===== src/gtbp_pkg.sv =====
// Shared types, constants and helpers for the gray threshold bit packer.
package gtbp_pkg;

  localparam int unsigned MaxDim = 4096;
  localparam int unsigned CntW   = $clog2(MaxDim);
  localparam int unsigned DimW   = CntW + 1;
  localparam int unsigned CfgDimW = 13;
  localparam int unsigned CfgW   = 13;
  localparam int unsigned CfgIdxW = 2;
  localparam int unsigned PixW   = 8;
  localparam int unsigned LumaW  = 24;

  // Q0.16 luma weights, they sum to 65536
  localparam logic [LumaW-1:0] WRed   = LumaW'(19595);
  localparam logic [LumaW-1:0] WGreen = LumaW'(38470);
  localparam logic [LumaW-1:0] WBlue  = LumaW'(7471);

  localparam logic [PixW-1:0] ThresholdReset = PixW'(128);

  typedef enum logic [CfgIdxW-1:0] {
    CfgImageWidth  = 2'd0,
    CfgImageHeight = 2'd1,
    CfgThreshold   = 2'd2,
    CfgColorMode   = 2'd3
  } cfg_idx_e;

  // Classified pixel handed from the luma stage to the packer
  typedef struct packed {
    logic valid;
    logic dark;
  } pix_bit_t;

  // Zero acts as one, anything above the maximum acts as the maximum
  function automatic logic [DimW-1:0] eff_dim(input logic [CfgDimW-1:0] v);
    logic [DimW-1:0] res;
    if (v == '0) begin
      res = DimW'(1);
    end else if (DimW'(v) > DimW'(MaxDim)) begin
      res = DimW'(MaxDim);
    end else begin
      res = DimW'(v);
    end
    return res;
  endfunction

endpackage


===== src/gtbp_pix_if.sv =====
// Pixel channel: valid/ready handshake with one RGB sample set.
interface gtbp_pix_if;
  logic       valid;
  logic       ready;
  logic [7:0] red;
  logic [7:0] green;
  logic [7:0] blue;

  modport source (output valid, output red, output green, output blue, input ready);
  modport sink   (input valid, input red, input green, input blue, output ready);
endinterface


===== src/gtbp_byte_if.sv =====
// Packed byte channel: valid/ready handshake with one bitmap byte and its flags.
interface gtbp_byte_if;
  logic       valid;
  logic       ready;
  logic [7:0] packed_byte;
  logic       row_end;
  logic       image_end;

  modport source (output valid, output packed_byte, output row_end, output image_end,
                  input ready);
  modport sink   (input valid, input packed_byte, input row_end, input image_end,
                  output ready);
endinterface


===== src/gray_threshold_bit_packer.sv =====
// Top level of the gray threshold bit packer: configuration registers and stage wiring.
//
// Turns a raster-order pixel stream into a 1 bit per pixel bitmap.
// pix_i   : sink, one pixel (red, green, blue) per transaction. In color mode the
//           gray level is (19595*R + 38470*G + 7471*B) >> 16, in gray mode it is R.
//           A pixel whose gray level is below threshold becomes a 1 bit.
// byte_o  : source, one packed byte per transaction, first pixel in bit 7. A byte
//           goes out after every 8 pixels and at each row end (zero padded), with
//           row_end and image_end flags. Zero or one byte per pixel.
// cfg_*   : plain write port; index 0 image_width, 1 image_height, 2 threshold,
//           3 color_mode. Write only while the block is idle.
// Path    : a pixel is registered in the input register on acceptance; the byte it
//           completes is then loaded into the output register and presented on
//           byte_o; a stall on byte_o can hold the pixel in the input register first.
// Rate    : one pixel per cycle sustained while byte_o takes each byte as it is
//           presented; the combinational luma and pack stage sets that figure.
// Stall   : the output register holds a byte until it is taken; pixels that do
//           not finish a byte keep flowing, and one that does waits in the input
//           register, which drops pix_i.ready only when it cannot advance.
// Reset   : positions and the bit accumulator clear; width 1, height 1,
//           threshold 128, color mode on.
module gray_threshold_bit_packer (
  input  logic                          clk_i,
  input  logic                          rst_ni,
  gtbp_pix_if.sink                      pix_i,
  gtbp_byte_if.source                   byte_o,
  input  logic                          cfg_we_i,
  input  logic [gtbp_pkg::CfgIdxW-1:0]  cfg_idx_i,
  input  logic [gtbp_pkg::CfgW-1:0]     cfg_wdata_i
);
  import gtbp_pkg::*;

  // Configuration registers
  logic [CfgDimW-1:0] width_q, height_q;
  logic [PixW-1:0]    threshold_q;
  logic               color_mode_q;

  // Effective dimensions after clamping
  logic [DimW-1:0]    width_eff, height_eff;

  pix_bit_t           pix_bit;
  logic               advance;

  always_ff @(posedge clk_i or negedge rst_ni) begin
    if (!rst_ni) begin
      width_q      <= CfgDimW'(1);
      height_q     <= CfgDimW'(1);
      threshold_q  <= ThresholdReset;
      color_mode_q <= 1'b1;
    end else if (cfg_we_i) begin
      unique case (cfg_idx_e'(cfg_idx_i))
        CfgImageWidth:  width_q      <= cfg_wdata_i[CfgDimW-1:0];
        CfgImageHeight: height_q     <= cfg_wdata_i[CfgDimW-1:0];
        CfgThreshold:   threshold_q  <= cfg_wdata_i[PixW-1:0];
        CfgColorMode:   color_mode_q <= cfg_wdata_i[0];
        default: ;
      endcase
    end
  end

  assign width_eff  = eff_dim(width_q);
  assign height_eff = eff_dim(height_q);

  // Register the pixel and classify it as dark or light
  gtbp_luma u_luma (
    .clk_i        (clk_i),
    .rst_ni       (rst_ni),
    .pix_i        (pix_i),
    .color_mode_i (color_mode_q),
    .threshold_i  (threshold_q),
    .advance_i    (advance),
    .bit_o        (pix_bit)
  );

  // Pack bits, track row and image position, hold the outgoing byte
  gtbp_packer u_packer (
    .clk_i     (clk_i),
    .rst_ni    (rst_ni),
    .bit_i     (pix_bit),
    .width_i   (width_eff),
    .height_i  (height_eff),
    .advance_o (advance),
    .byte_o    (byte_o)
  );

endmodule


===== src/gtbp_luma.sv =====
// Input register and luma threshold stage of the gray threshold bit packer.
module gtbp_luma (
  input  logic                     clk_i,
  input  logic                     rst_ni,
  gtbp_pix_if.sink                 pix_i,
  input  logic                     color_mode_i,
  input  logic [7:0]               threshold_i,
  input  logic                     advance_i,
  output gtbp_pkg::pix_bit_t       bit_o
);
  import gtbp_pkg::*;

  logic            valid_q, valid_d;
  logic [PixW-1:0] red_q, green_q, blue_q;
  logic            accept;
  logic [LumaW-1:0] luma_sum;
  logic [PixW-1:0]  gray;

  assign pix_i.ready = !valid_q || advance_i;
  assign accept      = pix_i.valid && pix_i.ready;

  always_comb begin
    valid_d = valid_q;
    if (accept) begin
      valid_d = 1'b1;
    end else if (advance_i) begin
      valid_d = 1'b0;
    end
  end

  always_ff @(posedge clk_i or negedge rst_ni) begin
    if (!rst_ni) begin
      valid_q <= 1'b0;
    end else begin
      valid_q <= valid_d;
    end
  end

  always_ff @(posedge clk_i) begin
    if (accept) begin
      red_q   <= pix_i.red;
      green_q <= pix_i.green;
      blue_q  <= pix_i.blue;
    end
  end

  // Constant-coefficient products; the weights sum to 2^16 so the top byte fits
  assign luma_sum = WRed * LumaW'(red_q) + WGreen * LumaW'(green_q) + WBlue * LumaW'(blue_q);
  assign gray     = color_mode_i ? luma_sum[LumaW-1 -: PixW] : red_q;

  assign bit_o.valid = valid_q;
  assign bit_o.dark  = gray < threshold_i;

endmodule


===== src/gtbp_packer.sv =====
// Bit packing, row/image position tracking and output register.
module gtbp_packer (
  input  logic                        clk_i,
  input  logic                        rst_ni,
  input  gtbp_pkg::pix_bit_t          bit_i,
  input  logic [gtbp_pkg::DimW-1:0]   width_i,
  input  logic [gtbp_pkg::DimW-1:0]   height_i,
  output logic                        advance_o,
  gtbp_byte_if.source                 byte_o
);
  import gtbp_pkg::*;

  logic [CntW-1:0] col_q, col_d;
  logic [CntW-1:0] row_q, row_d;
  logic [7:0]      acc_q, acc_d;
  logic            out_valid_q, out_valid_d;
  logic [7:0]      out_byte_q;
  logic            out_row_q, out_img_q;

  logic [DimW-1:0] col_next, row_next;
  logic            row_done, img_done, emit, load;
  logic [7:0]      acc_new;

  assign col_next = DimW'(col_q) + DimW'(1);
  assign row_next = DimW'(row_q) + DimW'(1);
  assign row_done = col_next >= width_i;
  assign img_done = row_done && (row_next >= height_i);
  assign emit     = row_done || (col_next[2:0] == 3'd0);
  // MSB first: column 0 of a byte lands in bit 7
  assign acc_new  = acc_q | (bit_i.dark ? (8'h80 >> col_q[2:0]) : 8'h00);

  assign advance_o = bit_i.valid && (!emit || !out_valid_q || byte_o.ready);
  assign load      = advance_o && emit;

  always_comb begin
    col_d       = col_q;
    row_d       = row_q;
    acc_d       = acc_q;
    out_valid_d = out_valid_q;
    if (out_valid_q && byte_o.ready) begin
      out_valid_d = 1'b0;
    end
    if (advance_o) begin
      acc_d = emit ? 8'h00 : acc_new;
      if (row_done) begin
        col_d = '0;
        row_d = img_done ? '0 : row_next[CntW-1:0];
      end else begin
        col_d = col_next[CntW-1:0];
      end
    end
    if (load) begin
      out_valid_d = 1'b1;
    end
  end

  always_ff @(posedge clk_i or negedge rst_ni) begin
    if (!rst_ni) begin
      col_q       <= '0;
      row_q       <= '0;
      acc_q       <= '0;
      out_valid_q <= 1'b0;
    end else begin
      col_q       <= col_d;
      row_q       <= row_d;
      acc_q       <= acc_d;
      out_valid_q <= out_valid_d;
    end
  end

  always_ff @(posedge clk_i) begin
    if (load) begin
      out_byte_q <= acc_new;
      out_row_q  <= row_done;
      out_img_q  <= img_done;
    end
  end

  assign byte_o.valid       = out_valid_q;
  assign byte_o.packed_byte = out_byte_q;
  assign byte_o.row_end     = out_row_q;
  assign byte_o.image_end   = out_img_q;

  a_img_implies_row: assert property (@(posedge clk_i) disable iff (!rst_ni)
    out_valid_q |-> (out_row_q || !out_img_q))
    else $error("image end flagged on a byte that does not end a row");

  a_acc_cleared: assert property (@(posedge clk_i) disable iff (!rst_ni)
    load |=> (acc_q == 8'h00))
    else $error("accumulator not cleared after a byte was emitted");

  a_row_wrap: assert property (@(posedge clk_i) disable iff (!rst_ni)
    (advance_o && row_done) |=> (col_q == '0))
    else $error("column did not wrap at end of row");

  a_byte_align: assert property (@(posedge clk_i) disable iff (!rst_ni)
    (load && !row_done) |=> (col_q[2:0] == 3'd0))
    else $error("mid-row byte emitted off a byte boundary");

  a_no_overwrite: assert property (@(posedge clk_i) disable iff (!rst_ni)
    (out_valid_q && !byte_o.ready) |-> !load)
    else $error("pending output byte overwritten while stalled");

endmodule

===== src/flat_wrapper.sv =====
// flat-port wrapper written by rule: the top's interface ports become plain ports
module gray_threshold_bit_packer_flat import gtbp_pkg::*;
  (clk_i, rst_ni, cfg_we_i, cfg_idx_i, cfg_wdata_i, pix_i_valid, pix_i_red, pix_i_green, pix_i_blue, pix_i_ready, byte_o_valid, byte_o_packed_byte, byte_o_row_end, byte_o_image_end, byte_o_ready);
  gtbp_pix_if pix_i_i ();
  gtbp_byte_if byte_o_i ();
  input  logic clk_i;
  input  logic rst_ni;
  input  logic cfg_we_i;
  input  logic [gtbp_pkg::CfgIdxW-1:0] cfg_idx_i;
  input  logic [gtbp_pkg::CfgW-1:0] cfg_wdata_i;
  input wire logic [$bits(pix_i_i.valid)-1:0] pix_i_valid;
  input wire logic [$bits(pix_i_i.red)-1:0] pix_i_red;
  input wire logic [$bits(pix_i_i.green)-1:0] pix_i_green;
  input wire logic [$bits(pix_i_i.blue)-1:0] pix_i_blue;
  output wire logic [$bits(pix_i_i.ready)-1:0] pix_i_ready;
  output wire logic [$bits(byte_o_i.valid)-1:0] byte_o_valid;
  output wire logic [$bits(byte_o_i.packed_byte)-1:0] byte_o_packed_byte;
  output wire logic [$bits(byte_o_i.row_end)-1:0] byte_o_row_end;
  output wire logic [$bits(byte_o_i.image_end)-1:0] byte_o_image_end;
  input wire logic [$bits(byte_o_i.ready)-1:0] byte_o_ready;
  assign pix_i_i.valid = pix_i_valid;
  assign pix_i_i.red = pix_i_red;
  assign pix_i_i.green = pix_i_green;
  assign pix_i_i.blue = pix_i_blue;
  assign pix_i_ready = pix_i_i.ready;
  assign byte_o_valid = byte_o_i.valid;
  assign byte_o_packed_byte = byte_o_i.packed_byte;
  assign byte_o_row_end = byte_o_i.row_end;
  assign byte_o_image_end = byte_o_i.image_end;
  assign byte_o_i.ready = byte_o_ready;
  gray_threshold_bit_packer u_core (.clk_i(clk_i), .rst_ni(rst_ni), .pix_i(pix_i_i), .byte_o(byte_o_i), .cfg_we_i(cfg_we_i), .cfg_idx_i(cfg_idx_i), .cfg_wdata_i(cfg_wdata_i));
endmodule

===== config.mk =====
export PLATFORM = sky130hd
export DESIGN_NAME = gray_threshold_bit_packer_flat
export DESIGN_NICKNAME = d
export VERILOG_FILES = /design/src/gtbp_pkg.sv /design/src/gtbp_pix_if.sv /design/src/gtbp_byte_if.sv /design/src/gray_threshold_bit_packer.sv /design/src/gtbp_luma.sv /design/src/gtbp_packer.sv /design/src/flat_wrapper.sv
export SDC_FILE = /design/constraint.sdc
export NUM_CORES = 1
export LEC_CHECK = 0
export BUFFER_PORTS_ARGS = -buffer_cell sky130_fd_sc_hd__buf_4
export CORE_MARGIN = 2
export CORE_UTILIZATION = 30
export DETAILED_ROUTE_END_ITERATION = 6
export HOLD_SLACK_MARGIN = 0.15
export PLACE_DENSITY = 0.45
export SETUP_SLACK_MARGIN = 0.1
export SLEW_MARGIN = 30
export SYNTH_ARGS = -nofsm -noshare
export SYNTH_HDL_FRONTEND = slang
export SYNTH_SLANG_ARGS = --single-unit

===== constraint.sdc =====
create_clock -name clk_i -period 15.1 [get_ports clk_i]
set_clock_uncertainty 0.05 [all_clocks]
set_input_delay 3.02 -clock clk_i [delete_from_list [all_inputs] [get_ports clk_i]]
set_output_delay 3.02 -clock clk_i [all_outputs]
set_load 0.02 [all_outputs]

==> impl_metrics.py <==
metrics = {
    "synthesis": {
        "yosysWarnings": 0,
        "syn-num-nets": 1414,
        "yosysUniqueCellTypes": 56,
        "syn_inst": 1056,
        "async_flop_share": 0.670,
        "synth_edf_count": 34,
        "ys_seq_area_frac": 0.247,
        "syn_area_mm2": 0.0111,
        "synth.avg_cell_area_um2": 10.5,
        "synth_flop_cell": "dfrtp_1",
        "ys_ff_latch": 103,
    },
    "cts": {
        "clk_path_buf_depth": 2,
        "cts_tree": "built",
        "h-tree-depth": 3,
        "cts_setup_buffers": 0,
        "cts_resized": 0,
        "root_buffer": "clkbuf_16",
        "cts_hold_buf": 0,
        "clkTransAtPathRegs_ns": 0.08,
        "clk_latency_ns": 0.37,
        "numCtsBuffers": 9,
        "cts.sinks": 103,
    },
    "detailed_routing": {
        "drt-total-wl_um": 25600,
        "num_vias": 7303,
        "drcViolationCount": 0,
        "drt_first_pass_iters": 5,
        "drtIter0Drc": 264,
        "wl_per_cell_um": 16.2,
        "viasPerCell": 4.61,
        "drtAntennaViolNets": 0,
    },
    "worst_setup_path": {
        "worst_path_most_repeated_cell": "fa_1",
        "critPathBufInv": 4,
        "arrival_ns": 9.23,
        "max_stage_delay_ns": 0.54,
        "cpMaxStageDelayCell": "fa_1",
        "cp_max_fo": 8,
        "crit_required_ns": 15.35,
        "endpoint_kind": "flip-flop",
        "worst_setup_path_start_kind": "flip-flop",
        "crit_type": "flip-flop to flip-flop",
        "crit_family": "adder cells",
    },
    "cells_and_area": {
        "diodes": 0,
        "layout_commonest_cell": "inv_1",
        "final_cells": 1585,
        "layout_common_cells": "234 x inv_1, 196 x ha_1, 118 x fa_1, 65 x dfrtp_1, 62 x nand2_1",
        "layout.nets": 1470,
        "area_growth_pct": 11.5,
        "fin_area_mm2": 0.0124,
        "layout-drive-gt1-share": 0.110,
    },
    "placement": {
        "postPlaceCellArea_mm2": 0.0121,
        "hpwl_um": 21700,
        "placed_cells": 1569,
        "io_buffers": 55,
        "gp_congestion": 0.824,
        "dp_slack_ns": 6.11,
    },
    "timing": {
        "finalSetupTns_ns": 0,
        "report.final.slew_viol_count": 0,
        "fin_ws_ns": 6.12,
        "fmax_mhz": 111,
        "period_needed_ns": 8.98,
        "hold_viol_final": 0,
        "period_share": 0.595,
        "rsz0062_at_grt": "false",
        "setup_viol": 0,
        "worstMarginPinSlew_ns": 0.709,
        "max_slew_margin": 0.527,
    },
    "global_routing": {
        "grt_max_degree": 70,
        "grt_antenna_before_repair": 0,
        "grt_usage": 0.142,
        "grt_pass1_vias": 7767,
        "grt_remaining_overflow": 0,
        "grt_pass1_wl_um": 42200,
    },
    "floorplanning": {
        "dieHeight_um": 197,
        "core_mm2": 0.0365,
        "die_x_um": 197,
        "start_util": 0.305,
        "ios": 56,
        "die_area_mm2": 0.0386,
        "num_rows": 70,
    },
    "run": {
        "maxCapViolCount": 0,
    },
    "status": {
        "status": "completed",
    },
    "hold_path": {
        "hold_class": "flip-flop to flip-flop",
    },
}
## path summary, 6_finish.rpt
check	cells after the start	endpoint	start	slack, ns
worst max register to register	33	u_core.u_packer.acc_q[1]	u_core.u_luma.green_q[6]	6.12
max in group asynchronous	1	u_core.threshold_q[0]	rst_ni	11.94
worst max-delay path	33	u_core.u_packer.acc_q[1]	u_core.u_luma.green_q[6]	6.12
worst min register to register	1	u_core.u_packer.acc_q[7]	u_core.u_packer.acc_q[7]	0.45
worst min-delay path	1	u_core.u_packer.acc_q[7]	u_core.u_packer.acc_q[7]	0.45
min in group asynchronous	1	u_core.u_packer.acc_q[2]	rst_ni	2.61
## per-layer routing
layer	vias to the layer above	routed length, µm	global-route usage
li1	3599	-	-
met1	3609	12000	0.189
met2	81	12700	0.245
met3	14	549	0.0135
met4	0	393	0.0370
met5	-	0	0
## stage by stage
| step | utilization | hold WS (ns) |
|---|---|---|
| after floorplan | - | 0.418 |
| after global placement | 0.331 | 0.437 |
| after detailed placement | 0.331 | 0.433 |
| after CTS | 0.340 | 0.451 |
| after global routing | 0.340 | 0.477 |
| final | 0.340 | 0.452 |
## state kept, by name (all words and copies together) (netlist names)
register                            flops
u_core.threshold_q                      8
u_core.u_packer.byte_o.row_end          1
u_core.u_packer.byte_o.valid            1
u_core.u_packer.col_q                  12
u_core.color_mode_q                     1
u_core.u_packer.row_q                  12
u_core.height_q                        13
u_core.u_luma.green_q                   8
u_core.u_luma.red_q                     8
u_core.u_packer.acc_q                   8
u_core.u_luma.blue_q                    8
u_core.u_packer.byte_o.image_end        1
u_core.width_q                         13
u_core.u_packer.byte_o.packed_byte      8
u_core.u_luma.valid_q                   1
## synthesized netlist by cell type, types with 10 or more instances
cell      number  area (µm²)
nand3_1       18        90.1
fa_1         118        2360
and3_1        16         100
a21o_1        27         203
nor2_1        22        82.6
nor3_1        10        50.1
xnor2_1       21         184
mux2_2        35         394
inv_1        234         878
o21ai_0       32         160
xor2_1        20         175
ha_1         196        2450
dfrtp_1       65        1630
edfxtp_1      34        1020
nand2b_1      14        87.6
nand2_1       62         233
a21oi_1       25         125
## logic make-up (layout without fill, tap and decap cells)
group,after synthesis,count (layout),synth area share
AO/OA/AOI/OAI,140,140,0.0869
AND/OR/NAND/NOR,171,171,0.0758
adder cells (fa/ha/maj),314,314,0.433
XOR/XNOR,41,41,0.0323
flip-flops,103,103,0.247
buffers and inverters,246,307,0.0838
multiplexers,41,41,0.0408
## final cells by class
type / count / area (µm²)
Inverter: 234 / 878
Fill cell: 3692 / 24100
Sequential cell: 103 / 2750
Tap cell: 468 / 586
Clock buffer: 9 / 225
Timing Repair Buffer: 57 / 432
Multi-Input combinational cell: 707 / 7450
Clock inverter: 7 / 80.1
Power is not shown: default switching activity piles up to over one toggle a cycle in this logic, so the estimate is an artifact.
